[config.mk]
export PLATFORM = sky130hd
export DESIGN_NAME = uart_8n1_tx_rx_top
export DESIGN_NICKNAME = d
export VERILOG_FILES = /design/src/rtl/u8tr_pkg.sv /design/src/rtl/uart_8n1_tx_rx_top.sv /design/src/rtl/u8tr_tx.sv /design/src/rtl/u8tr_rx.sv
export SDC_FILE = /design/constraint.sdc
export NUM_CORES = 1
export LEC_CHECK = 0
export ABC_AREA = 1
export BUFFER_PORTS_ARGS = -buffer_cell sky130_fd_sc_hd__buf_4
export CELL_PAD_IN_SITES_DETAIL_PLACEMENT = 0
export CELL_PAD_IN_SITES_GLOBAL_PLACEMENT = 1
export CORE_MARGIN = 3
export CORE_UTILIZATION = 40
export CTS_CLUSTER_DIAMETER = 40
export DETAILED_ROUTE_END_ITERATION = 16
export PLACE_DENSITY_LB_ADDON = 0.1
export RECOVER_POWER = 100
export SKIP_CTS_REPAIR_TIMING = 1
export SLEW_MARGIN = 10
export SYNTH_ARGS = -nofsm -noshare
export SYNTH_HDL_FRONTEND = slang
export SYNTH_SLANG_ARGS = --single-unit
export TNS_END_PERCENT = 10
[constraint.sdc]
create_clock -name aclk -period 4.08 [get_ports aclk]
set_clock_uncertainty 0.2 [all_clocks]
set_input_delay 0.408 -clock aclk [delete_from_list [all_inputs] [get_ports aclk]]
set_output_delay 0.408 -clock aclk [all_outputs]
set_load 0.01 [all_outputs]
[src/rtl/u8tr_pkg.sv]
`timescale 1ns / 1ps
// ----------------------------------------------------------------------------
// u8tr_pkg
// Shared widths, reset values, register indexes and status types for the
// tick-driven 8N1 serial transceiver.
// ----------------------------------------------------------------------------
package u8tr_pkg;

    // field and register widths
    localparam int BYTE_W      = 8;
    localparam int BIT_TICKS_W = 16;
    localparam int GUARD_W     = 20;
    localparam int OFFSET_W    = 16;
    localparam int TX_COUNT_W  = 21;
    localparam int RX_COUNT_W  = 17;
    localparam int CFG_INDEX_W = 2;
    localparam int CFG_DATA_W  = 20;
    localparam int S_TDATA_W   = 16;
    localparam int M_TDATA_W   = 16;

    // default frame width
    localparam int DATA_BITS_DEFAULT = 8;

    // register reset values
    localparam logic [BIT_TICKS_W-1:0] BIT_TICKS_RESET = BIT_TICKS_W'(800);
    localparam logic [GUARD_W-1:0]     GUARD_RESET     = GUARD_W'(20000);
    localparam logic [OFFSET_W-1:0]    OFFSET_RESET    = OFFSET_W'(800);

    // register indexes
    localparam logic [CFG_INDEX_W-1:0] CFG_BIT_TICKS = CFG_INDEX_W'(0);
    localparam logic [CFG_INDEX_W-1:0] CFG_TX_GUARD  = CFG_INDEX_W'(1);
    localparam logic [CFG_INDEX_W-1:0] CFG_RX_OFFSET = CFG_INDEX_W'(2);

    // transmitter status for one tick
    typedef struct packed {
        logic tx_busy;
        logic tx_line;
    } tx_status_t;

    // receiver status for one tick
    typedef struct packed {
        logic [BYTE_W-1:0] rx_byte;
        logic              rx_valid;
        logic              rx_busy;
    } rx_status_t;

endpackage

[src/rtl/uart_8n1_tx_rx_top.sv]
`timescale 1ns / 1ps
// ----------------------------------------------------------------------------
// uart_8n1_tx_rx_top
// Tick-driven 8N1 serial transceiver: one input transfer per line tick, one
// status transfer out per tick, plus a register write channel.
//
//   channel  dir  fields (lsb first)
//   s_       in   rx_line, tx_start, tx_byte[7:0]
//   m_       out  tx_line, tx_busy, rx_busy, rx_valid, rx_byte[7:0]
//   cfg_     in   index 0 bit_ticks, 1 tx_guard_ticks, 2 rx_start_offset
//
// One tick per clock cycle: each input transfer is worked through the tx and
// rx engines in the same cycle and lands in the output register, so a new
// tick is taken every cycle while the output side keeps up.
// The output register decides the rate: s_tready drops only while a result
// is held and m_tready is low; the engines stop with it.
// aresetn is synchronous, active low; it loads default register values.
// Register writes are taken every cycle (cfg_ready is always high).
// ----------------------------------------------------------------------------
module uart_8n1_tx_rx_top #(
    parameter int DATA_BITS = u8tr_pkg::DATA_BITS_DEFAULT
) (
    input  logic                                aclk,
    input  logic                                aresetn,

    input  logic                                s_tvalid,
    output logic                                s_tready,
    // [0] rx_line, [1] tx_start, [9:2] tx_byte, [15:10] zero
    input  logic [u8tr_pkg::S_TDATA_W-1:0]      s_tdata,

    output logic                                m_tvalid,
    input  logic                                m_tready,
    // [0] tx_line, [1] tx_busy, [2] rx_busy, [3] rx_valid, [11:4] rx_byte,
    // [15:12] zero
    output logic [u8tr_pkg::M_TDATA_W-1:0]      m_tdata,

    input  logic                                cfg_valid,
    output logic                                cfg_ready,
    input  logic [u8tr_pkg::CFG_INDEX_W-1:0]    cfg_index,
    input  logic [u8tr_pkg::CFG_DATA_W-1:0]     cfg_data
);

    logic [u8tr_pkg::BIT_TICKS_W-1:0]  bit_ticks_reg;
    logic [u8tr_pkg::GUARD_W-1:0]      guard_reg;
    logic [u8tr_pkg::OFFSET_W-1:0]     offset_reg;
    logic [u8tr_pkg::BIT_TICKS_W-1:0]  period;
    logic                              m_tvalid_reg;
    logic [u8tr_pkg::M_TDATA_W-1:0]    m_tdata_reg;
    logic                              step;
    u8tr_pkg::tx_status_t              tx_status;
    u8tr_pkg::rx_status_t              rx_status;

    // register writes
    assign cfg_ready = 1'b1;

    always_ff @(posedge aclk) begin
        if (!aresetn) begin
            bit_ticks_reg <= u8tr_pkg::BIT_TICKS_RESET;
            guard_reg     <= u8tr_pkg::GUARD_RESET;
            offset_reg    <= u8tr_pkg::OFFSET_RESET;
        end else if (cfg_valid && cfg_ready) begin
            case (cfg_index)
                u8tr_pkg::CFG_BIT_TICKS: bit_ticks_reg <= cfg_data[u8tr_pkg::BIT_TICKS_W-1:0];
                u8tr_pkg::CFG_TX_GUARD:  guard_reg     <= cfg_data[u8tr_pkg::GUARD_W-1:0];
                u8tr_pkg::CFG_RX_OFFSET: offset_reg    <= cfg_data[u8tr_pkg::OFFSET_W-1:0];
                default: ;
            endcase
        end
    end

    // a zero bit period counts as one tick
    assign period = (bit_ticks_reg == '0) ? u8tr_pkg::BIT_TICKS_W'(1) : bit_ticks_reg;

    // input transfer advances both engines by one tick
    assign s_tready = !m_tvalid_reg || m_tready;
    assign step     = s_tvalid && s_tready;

    u8tr_tx #(
        .DATA_BITS   (DATA_BITS)
    ) u_tx (
        .aclk        (aclk),
        .aresetn     (aresetn),
        .step        (step),
        .tx_start    (s_tdata[1]),
        .tx_byte     (s_tdata[9:2]),
        .period      (period),
        .guard_ticks (guard_reg),
        .status      (tx_status)
    );

    u8tr_rx #(
        .DATA_BITS    (DATA_BITS)
    ) u_rx (
        .aclk         (aclk),
        .aresetn      (aresetn),
        .step         (step),
        .rx_line      (s_tdata[0]),
        .period       (period),
        .start_offset (offset_reg),
        .status       (rx_status)
    );

    // output register
    always_ff @(posedge aclk) begin
        if (!aresetn) begin
            m_tvalid_reg <= 1'b0;
        end else if (step) begin
            m_tvalid_reg <= 1'b1;
        end else if (m_tready) begin
            m_tvalid_reg <= 1'b0;
        end
    end

    always_ff @(posedge aclk) begin
        if (step) begin
            m_tdata_reg <= u8tr_pkg::M_TDATA_W'({rx_status.rx_byte, rx_status.rx_valid,
                                                 rx_status.rx_busy, tx_status.tx_busy,
                                                 tx_status.tx_line});
        end
    end

    assign m_tvalid = m_tvalid_reg;
    assign m_tdata  = m_tdata_reg;

    // a received byte is only reported inside a busy receive
    a_valid_in_busy: assert property (@(posedge aclk) disable iff (!aresetn)
        (m_tvalid_reg && m_tdata_reg[3]) |-> m_tdata_reg[2])
        else $error("rx_valid without rx_busy");

    // the line idles high whenever the transmitter is not busy
    a_idle_line_high: assert property (@(posedge aclk) disable iff (!aresetn)
        (m_tvalid_reg && !m_tdata_reg[1]) |-> m_tdata_reg[0])
        else $error("tx line low while idle");

    // rx_byte reads zero except on the tick that reports rx_valid
    a_byte_zero: assert property (@(posedge aclk) disable iff (!aresetn)
        (m_tvalid_reg && !m_tdata_reg[3]) |-> (m_tdata_reg[11:4] == '0))
        else $error("rx_byte nonzero without rx_valid");

endmodule

[src/rtl/u8tr_tx.sv]
`timescale 1ns / 1ps
// ----------------------------------------------------------------------------
// u8tr_tx
// Transmit engine: guard and lead time, start bit, data bits lsb first,
// stop bit. Advances by one tick on each step.
// ----------------------------------------------------------------------------
module u8tr_tx #(
    parameter int DATA_BITS = u8tr_pkg::DATA_BITS_DEFAULT
) (
    input  logic                               aclk,
    input  logic                               aresetn,
    input  logic                               step,
    input  logic                               tx_start,
    input  logic [u8tr_pkg::BYTE_W-1:0]        tx_byte,
    input  logic [u8tr_pkg::BIT_TICKS_W-1:0]   period,
    input  logic [u8tr_pkg::GUARD_W-1:0]       guard_ticks,
    output u8tr_pkg::tx_status_t               status
);

    localparam int IDX_W = $clog2(DATA_BITS);
    localparam logic [IDX_W-1:0] LAST_IDX = IDX_W'(DATA_BITS - 1);

    typedef enum logic [2:0] {
        TX_IDLE,
        TX_LEAD,
        TX_START,
        TX_DATA,
        TX_STOP
    } tx_phase_t;

    tx_phase_t                            phase_reg, phase_next, phase_cur;
    logic [u8tr_pkg::TX_COUNT_W-1:0]      count_reg, count_next, count_cur, count_dec;
    logic [u8tr_pkg::BYTE_W-1:0]          shift_reg, shift_next;
    logic [IDX_W-1:0]                     idx_reg, idx_next, idx_cur;
    logic                                 begin_frame;
    logic                                 line;

    // take a request while idle, then count down the current period
    always_comb begin
        begin_frame = (phase_reg == TX_IDLE) && tx_start;
        phase_cur   = begin_frame ? TX_LEAD : phase_reg;
        count_cur   = begin_frame
                    ? (u8tr_pkg::TX_COUNT_W'(guard_ticks) + u8tr_pkg::TX_COUNT_W'(period))
                    : count_reg;
        shift_next  = begin_frame ? tx_byte : shift_reg;
        idx_cur     = begin_frame ? '0 : idx_reg;
        count_dec   = count_cur - u8tr_pkg::TX_COUNT_W'(count_cur != '0);

        case (phase_cur)
            TX_START: line = 1'b0;
            TX_DATA:  line = (int'(idx_cur) < u8tr_pkg::BYTE_W) ? shift_next[idx_cur[2:0]] : 1'b0;
            default:  line = 1'b1;
        endcase

        phase_next = phase_cur;
        count_next = count_cur;
        idx_next   = idx_cur;
        if (phase_cur != TX_IDLE) begin
            count_next = count_dec;
            if (count_dec == '0) begin
                case (phase_cur)
                    TX_LEAD: begin
                        phase_next = TX_START;
                        count_next = u8tr_pkg::TX_COUNT_W'(period);
                    end
                    TX_START: begin
                        phase_next = TX_DATA;
                        idx_next   = '0;
                        count_next = u8tr_pkg::TX_COUNT_W'(period);
                    end
                    TX_DATA: begin
                        if (idx_cur >= LAST_IDX) begin
                            phase_next = TX_STOP;
                        end else begin
                            idx_next = idx_cur + IDX_W'(1);
                        end
                        count_next = u8tr_pkg::TX_COUNT_W'(period);
                    end
                    default: begin
                        phase_next = TX_IDLE;
                        count_next = '0;
                    end
                endcase
            end
        end
    end

    assign status.tx_line = line;
    assign status.tx_busy = (phase_cur != TX_IDLE);

    // state holds between transfers
    always_ff @(posedge aclk) begin
        if (!aresetn) begin
            phase_reg <= TX_IDLE;
            count_reg <= '0;
            shift_reg <= '0;
            idx_reg   <= '0;
        end else if (step) begin
            phase_reg <= phase_next;
            count_reg <= count_next;
            shift_reg <= shift_next;
            idx_reg   <= idx_next;
        end
    end

    // an idle transmitter has no running count
    a_idle_count_zero: assert property (@(posedge aclk) disable iff (!aresetn)
        (phase_reg == TX_IDLE) |-> (count_reg == '0))
        else $error("tx idle with nonzero count");

endmodule

[src/rtl/u8tr_rx.sv]
`timescale 1ns / 1ps
// ----------------------------------------------------------------------------
// u8tr_rx
// Receive engine: falling-edge start, start offset, one sample per bit
// period lsb first. Advances by one tick on each step.
// ----------------------------------------------------------------------------
module u8tr_rx #(
    parameter int DATA_BITS = u8tr_pkg::DATA_BITS_DEFAULT
) (
    input  logic                               aclk,
    input  logic                               aresetn,
    input  logic                               step,
    input  logic                               rx_line,
    input  logic [u8tr_pkg::BIT_TICKS_W-1:0]   period,
    input  logic [u8tr_pkg::OFFSET_W-1:0]      start_offset,
    output u8tr_pkg::rx_status_t               status
);

    localparam int IDX_W = $clog2(DATA_BITS);
    localparam logic [IDX_W-1:0] LAST_IDX = IDX_W'(DATA_BITS - 1);

    typedef enum logic {
        RX_IDLE,
        RX_BUSY
    } rx_phase_t;

    rx_phase_t                            phase_reg, phase_next;
    logic [u8tr_pkg::RX_COUNT_W-1:0]      count_reg, count_next, count_dec;
    logic [DATA_BITS-1:0]                 shift_reg, shift_next;
    logic [IDX_W-1:0]                     idx_reg, idx_next;
    logic                                 prev_reg;
    logic                                 busy, valid;
    logic [u8tr_pkg::BYTE_W+DATA_BITS-1:0] shift_wide;

    // edge detect while idle, sample when the period count runs out
    always_comb begin
        phase_next = phase_reg;
        count_next = count_reg;
        shift_next = shift_reg;
        idx_next   = idx_reg;
        busy       = 1'b0;
        valid      = 1'b0;
        count_dec  = count_reg - u8tr_pkg::RX_COUNT_W'(count_reg != '0);

        case (phase_reg)
            RX_IDLE: begin
                if (prev_reg && !rx_line) begin
                    phase_next = RX_BUSY;
                    count_next = u8tr_pkg::RX_COUNT_W'(start_offset)
                               + u8tr_pkg::RX_COUNT_W'(period);
                    idx_next   = '0;
                    busy       = 1'b1;
                end
            end
            default: begin
                busy       = 1'b1;
                count_next = count_dec;
                if (count_dec == '0) begin
                    shift_next[idx_reg] = rx_line;
                    if (idx_reg >= LAST_IDX) begin
                        valid      = 1'b1;
                        phase_next = RX_IDLE;
                        idx_next   = '0;
                    end else begin
                        idx_next   = idx_reg + IDX_W'(1);
                        count_next = u8tr_pkg::RX_COUNT_W'(period);
                    end
                end
            end
        endcase

        shift_wide = {u8tr_pkg::BYTE_W'(0), shift_next};
    end

    assign status.rx_busy  = busy;
    assign status.rx_valid = valid;
    assign status.rx_byte  = valid ? shift_wide[u8tr_pkg::BYTE_W-1:0] : '0;

    // state holds between transfers
    always_ff @(posedge aclk) begin
        if (!aresetn) begin
            phase_reg <= RX_IDLE;
            count_reg <= '0;
            shift_reg <= '0;
            idx_reg   <= '0;
            prev_reg  <= 1'b1;
        end else if (step) begin
            phase_reg <= phase_next;
            count_reg <= count_next;
            shift_reg <= shift_next;
            idx_reg   <= idx_next;
            prev_reg  <= rx_line;
        end
    end

    // a finished byte always returns the receiver to idle
    a_valid_ends_frame: assert property (@(posedge aclk) disable iff (!aresetn)
        (step && valid) |=> (phase_reg == RX_IDLE && idx_reg == '0))
        else $error("rx not idle after last sample");

endmodule

=== Word-level counts from Yosys, hierarchy flattened ===
Index checks and enable logic that the tools add are counted.

* Output and inout port bits: 19
* Input bits: 43
* Logic and storage cells: 97
* Register bits: 130

* Magnitude comparators: 5
* $add $sub $neg: 6
* Multiplexer cells: 41
* Reduce and logical (&&, ||, !) cells: 23
* Eq/ne operators: 6

{| class="wikitable"
|+ Operators by type and width
! operator !! number
|-
| $mux W17 || 4
|-
| $mux W21 || 3
|-
| $mux W3 || 12
|-
| $mux W16 || 2
|-
| $mux W8 || 3
|-
| $add A20 B16 Y21 || 1
|-
| $logic_not A21 Y1 || 1
|-
| $reduce_bool A21 Y1 || 1
|-
| $sub A21 B1 Y21 || 1
|-
| $add A16 B16 Y17 || 1
|-
| $logic_not A17 Y1 || 1
|-
| $reduce_bool A17 Y1 || 1
|-
| $sub A17 B1 Y17 || 1
|-
| $logic_not A16 Y1 || 1
|-
| $mux W1 || 11
|-
| $pmux W3 S3 || 1
|-
| $bwmux W8 || 1
|-
| $lt A3 B4 Y1 const B || 2
|-
| $reduce_and A2 Y1 || 4
|-
| $add A3 B1 Y3 const B || 2
|-
| $eq A3 B2 Y1 const B || 2
|-
| $ge A3 B3 Y1 const B || 2
|-
| $pmux W3 S2 || 1
|-
| $logic_and A1 B1 Y1 || 4
|-
| other kinds (16) || 18
|}

=== Longest topological paths before layout ===
* Word-level depth: 9
* Mapped depth: 37
* Depth with buffers taken out: 37

=== Hierarchy ===
From an unflattened synthesis, not the netlist that was laid out.

* Cells, all modules: 1704
* Area, all modules: 10676.5 um2

{| class="wikitable"
|+ By module, submodules not included
! module !! cells an instance !! area each (um2) !! instances !! sequential area each (um2)
|-
| u8tr_tx || 818 || 4640.7 || 1 || 700.7
|-
| u8tr_rx || 598 || 3508.4 || 1 || 600.6
|-
| uart_8n1_tx_rx_top || 288 || 2527.4 || 1 || 1421.4
|}

=== Worst setup path before layout ===
No wires, ideal clock.

* Kind: reg-to-reg
* Start: register bit_ticks_reg[1] in the netlist's numbering
* End: register u_tx.count_reg[13] in the netlist's numbering
* Buffers on the path: 1
* Required time: 3.812 ns
* Arrival time: 4.173 ns
* Cell stages (with the launch flop): 34
* Path slack: -0.360 ns
* Path through: dfxtp_1 > nor4_1 > a41o_1 > ha_1 > fa_1 > nand2_2 > nand2_2 > nand3_1 > nand2_1 > nand2_1 > nand3b_1 > nand2_1 > nand2_1 > nand2_1 > nand2_1 > nor2_2 > nand4_1 > ha_1 > ha_1 > nand2_1 > nor2_1 > nand3_1 > nor2_1 > nand2_1 > nor2_2 > nand3_1 > nor2_1 > nand4_2 > nor2_4 > buf_6 > nand3_2 > nand3_2 > nand2_2 > a21oi_2

* Word-level cells in the longest chain between the ends: 9

{| class="wikitable"
|+ RTL lines
! item !! line !! source
|-
| start, declared || uart_8n1_tx_rx_top.sv:43 || <nowiki>logic [u8tr_pkg::BIT_TICKS_W-1:0] bit_ticks_reg;</nowiki>
|-
| start signal, assigned || uart_8n1_tx_rx_top.sv:58 || <nowiki>bit_ticks_reg <= u8tr_pkg::BIT_TICKS_RESET;</nowiki>
|-
| start signal, assigned || uart_8n1_tx_rx_top.sv:63 || <nowiki>u8tr_pkg::CFG_BIT_TICKS: bit_ticks_reg <= cfg_data[u8tr_pkg::BIT_TICKS_W-1:0];</nowiki>
|-
| $logic_not A16 Y1 || uart_8n1_tx_rx_top.sv:72 || <nowiki>assign period = (bit_ticks_reg == '0) ? u8tr_pkg::BIT_TICKS_W'(1) : bit_ticks_reg;</nowiki>
|-
| $mux W16 * || uart_8n1_tx_rx_top.sv:72 ||
|-
| $add A20 B16 Y21 || u8tr_tx.sv:43 || <nowiki>? (u8tr_pkg::TX_COUNT_W'(guard_ticks) + u8tr_pkg::TX_COUNT_W'(period))</nowiki>
|-
| $mux W21 || u8tr_tx.sv:43 ||
|-
| $reduce_bool A21 Y1 || u8tr_tx.sv:47 || <nowiki>count_dec = count_cur - u8tr_pkg::TX_COUNT_W'(count_cur != '0);</nowiki>
|-
| $sub A21 B1 Y21 || u8tr_tx.sv:47 ||
|-
| $logic_not A21 Y1 || u8tr_tx.sv:60 || <nowiki>if (count_dec == '0) begin</nowiki>
|-
| $mux W21 || u8tr_tx.sv:60 ||
|-
| $mux W21 * || u8tr_tx.sv:58 || <nowiki>if (phase_cur != TX_IDLE) begin</nowiki>
|-
| end signal, assigned || u8tr_tx.sv:100 || <nowiki>count_reg <= count_next;</nowiki>
|-
| end, declared || u8tr_tx.sv:32 || <nowiki>logic [u8tr_pkg::TX_COUNT_W-1:0] count_reg, count_next, count_cur, count_dec;</nowiki>
|}

Every way passes the cells marked *; elsewhere a longest branch is shown, timed or not.
A chain may end at the register's enable or synchronous reset.

=== Worst setup path after layout ===
* Start: register bit_ticks_reg[4] in the netlist's numbering
* End: register u_tx.count_reg[3] in the netlist's numbering

Same word-level chain as after synthesis.

==> metrics.md <==
| Metric | Value |
|---|---|
| Status | `finished with violations` |
| Violated checks | `negative hold slack, max-capacitance violations, max-slew violations, negative setup slack` |
| Worst min-delay path class | `in2reg` |
| Layout cell share with drive strength beyond 1 | `23.0%` |
| Clk slew on worst S/H paths | `80 ps` |
| # diodes | `0` |
| Seq/Total Area, Yosys | `between 20 and 30%` |
| Final Hold Vio Count | `2` |
| Switching share of power | `roughly 37%` |
| Clock Latency Late Sink | `about 440 ps` |
| Via count | `roughly 10000` |
| Global-route wire length before repair | `51200 µm` |
| Tmin final | `between 4000 and 5000 ps` |
| PD cells | `~360 nW/µm²` |
| Gate Count Post-Synth | `about 1600` |
| Routed len/inst | `15.7 µm` |
| Switch Pwr | `around 1.6 mW` |
| Initial drt markers | `~610` |
| Vias in the first global route | `9720` |
| Remaining routing DRC violations | `0` |
| # H-tree levels | `4` |
| Critical path data required time | `4240 ps` |
| Synth cell types | `between 50 and 60` |
| Largest register FFs | `21` |
| Post-Place Cells | `~2000` |
| NumNets Final | `1799` |
| CP Max Fanout | `8` |
| Element type at the critical path start | `flop` |
| Die boundary width | `163 µm` |
| Hpwl dp | `24100 µm` |
| Sequential Power Share | `about a third` |
| Largest net degree at the start of global routing | `between 80 and 90` |
| Die height | `roughly 160 µm` |
| Synth Area per Inst | `between 6 and 7 µm²` |
| Worst-Margin Slew | `between 1500 and 2000 ps` |
| CP arrival | `around 5000 ps` |
| CP peak stage delay | `roughly 340 ps` |
| Total power | `approximately 4.4 mW` |
| Final WL | `32100 µm` |
| Root Driver | `clkbuf_16` |
| Combinational share of power | `about a third` |
| Rel. slew slack | `-15.4%` |
| Async SR Flop Fraction | `0%` |
| Ports | `between 60 and 70` |
| Leak | `5.99 nW` |
| Die area | `around 27000 µm²` |
| Critical path class | `reg2reg` |
| GP Congestion | `between 0.8 and 0.9` |
| Rows | `56` |
| Period utilisation layout | `117%` |
| Fmax | `209 MHz` |
| DRT Pass-1 Iters | `8` |
| GR Overflow Total | `0` |
| Post-synth top flop | `dfxtp_1` |
| CTS buffer count | `17` |
| Initial antenna violation count | `0` |
| Post-Place Setup Slack | `-729 ps` |
| Final WS setup | `-698 ps` |
| Max_cap viols | `1` |
| Gr usage total | `24.2%` |
| Finished Layout Cells | `around 2000` |
| Hold depth | `3` |
| Layout area overhead | `25.7%` |
| Post-route ant nets | `0` |
| I/O Buffers | `50` |
| #FFs+latches synth | `130` |
| CTS tree | `yes` |
| CTS sink cnt | `130` |
| P_int | `approximately 2.8 mW` |
| Worst VDD drop | `roughly 0.00023 V` |
| Max-slew violations | `just under 90` |
| # setup viols final | `25` |
| Synth Cell Area | `9830 µm²` |
| Clock Power Share | `between 30% and 40%` |
| CP endpoint kind | `flop` |
| Fill cell count | `2515` |
| Fin Hold WS | `-8.17 ps` |
| Slowest CP cell | `dfxtp_2` |
| Core ar. | `roughly 24000 µm²` |
| R2R depth | `33` |
| Via-to-Cell Ratio | `roughly 5.1` |
| Fin util | `about half` |
| EDFF count, synth | `12` |
| Initial core utilization | `a little over 40%` |
| RSZ-0062 raised after global routing | `true` |
| Synth warnings | `0` |
| Clk buf depth | `2` |
[synthesized netlist by cell type (3+ instances only)]
cell	number	area share, %
a211oi_1	3	0.23
a21oi_1	94	4.8
a21oi_2	7	0.62
a31oi_1	17	1.1
and2_1	3	0.19
buf_1	6	0.23
buf_2	5	0.25
buf_4	6	0.46
clkbuf_1	45	1.7
clkinv_1	3	0.11
dfxtp_1	118	24
edfxtp_1	12	3.7
ha_1	41	5.2
inv_1	193	7.4
inv_2	17	0.65
nand2_1	400	15
nand2_2	29	1.8
nand2_4	3	0.34
nand3_1	113	5.8
nand3_2	22	2.2
nand3b_1	4	0.31
nand4_1	21	1.3
nor2_1	161	6.1
nor2_2	15	0.95
nor2_4	13	1.5
nor3_1	14	0.71
nor4_1	6	0.38
o211ai_1	22	1.7
o21ai_0	125	6.4
o21ai_1	4	0.20
o221ai_1	3	0.27
xnor2_1	5	0.45
xor2_1	9	0.80
[power groups by stage]
| stage | Sequential (mW) | Clock (mW) | Combinational [mW] |
|---|---|---|---|
| 4_1_cts | 1.42 | 1.63 | 1.34 |
| 3_5_place_dp | 1.45 | 0 | 1.33 |
| 3_3_place_gp | 1.45 | 0 | 1.34 |
| 5_1_grt | 1.44 | 1.69 | 1.56 |
| 6_report | 1.43 | 1.60 | 1.40 |
| 2_1_floorplan | 1.44 | 0 | 0.853 |
[cell usage in the layout (no fill, tap or decap), types with 7 or more instances in the layout]
master     netlist  routed
nand3_2         22      37
a21oi_2          7      10
clkbuf_16        0      18
nor2_2          15      15
nor2_4          13      16
o211ai_1        22      22
nand3_1        113      95
dfxtp_1        118     106
xor2_1           9       8
nand4_1         21      21
inv_8            0       7
inv_1          193     187
nand2_4          3      11
nor3_1          14      13
a21oi_1         94      91
ha_1            41      37
dfxtp_2          0      12
clkbuf_1        45      15
buf_4            6     164
nor2_1         161     158
nand2_1        400     376
nand2_2         29      45
inv_2           17      22
edfxtp_1        12      12
o21ai_0        125     123
a31oi_1         17      17
[worst max-delay path: cells and delay by family (launching register included)]
kind,cells,cell delay (ps)
adder cells (fa/ha/maj),4,920
flip-flops,1,340
buffers and inverters,5,430
AO/OA/AOI/OAI,2,380
AND/OR/NAND/NOR,22,2440
[metal layers]
metal,wire length [µm],GRT usage (%),up-vias,share of wire [%]
met5,0,0,-,0
met1,15400,33.5,4727,48
met2,14700,39.4,217,46
li1,-,-,5369,-
met3,1330,3.36,45,4.1
met4,712,7.15,0,2.2
[cell type report]
cell class	instances	area, µm²	share of cell area, %
multi-input combinational	1160	6370	51.5
clock inverter	15	176	1.43
clock buffer	17	425	3.44
tap	319	399	3.23
timing repair buffer	190	1450	11.7
sequential	130	2740	22.1
inverter	214	808	6.54
[through the flow]
| stage | instance area (µm²) | setup TNS (ps) | hold WS [ps] |
|---|---|---|---|
| final | 12400 | -14390 | -8.17 |
| after global routing | 12400 | -23030 | 9.56 |
| after CTS | 12000 | -17540 | -22.3 |
| after detailed placement | 11400 | -15840 | 253 |
| after global placement | 11400 | -13810 | 252 |
| after floorplan | 9900 | -2820 | 235 |
[worst paths after layout]
| kind | slack [ps] | from | endpoint |
|---|---|---|---|
| worst min-delay path | -8 | s_tdata[6] | u_tx.shift_reg[4] |
| worst max register to register | -700 | bit_ticks_reg[4] | u_tx.count_reg[3] |
| worst max-delay path | -700 | bit_ticks_reg[4] | u_tx.count_reg[3] |
| worst min register to register | 270 | u_tx.count_reg[19] | u_tx.count_reg[19] |
[cell families (layout without fill, tap and decap cells)]
group | count (synthesis) | in the layout | synth area share (%)
fa+ha+maj | 43 | 43 | 5.62
buf+inv | 279 | 436 | 11.3
compound gates | 282 | 282 | 15.8
xor+xnor | 14 | 14 | 1.25
simple gates | 816 | 816 | 38.3
flops | 130 | 130 | 27.7
other cells | 2 | 5 | 0.0764
Power figures use the tool's default switching activity.
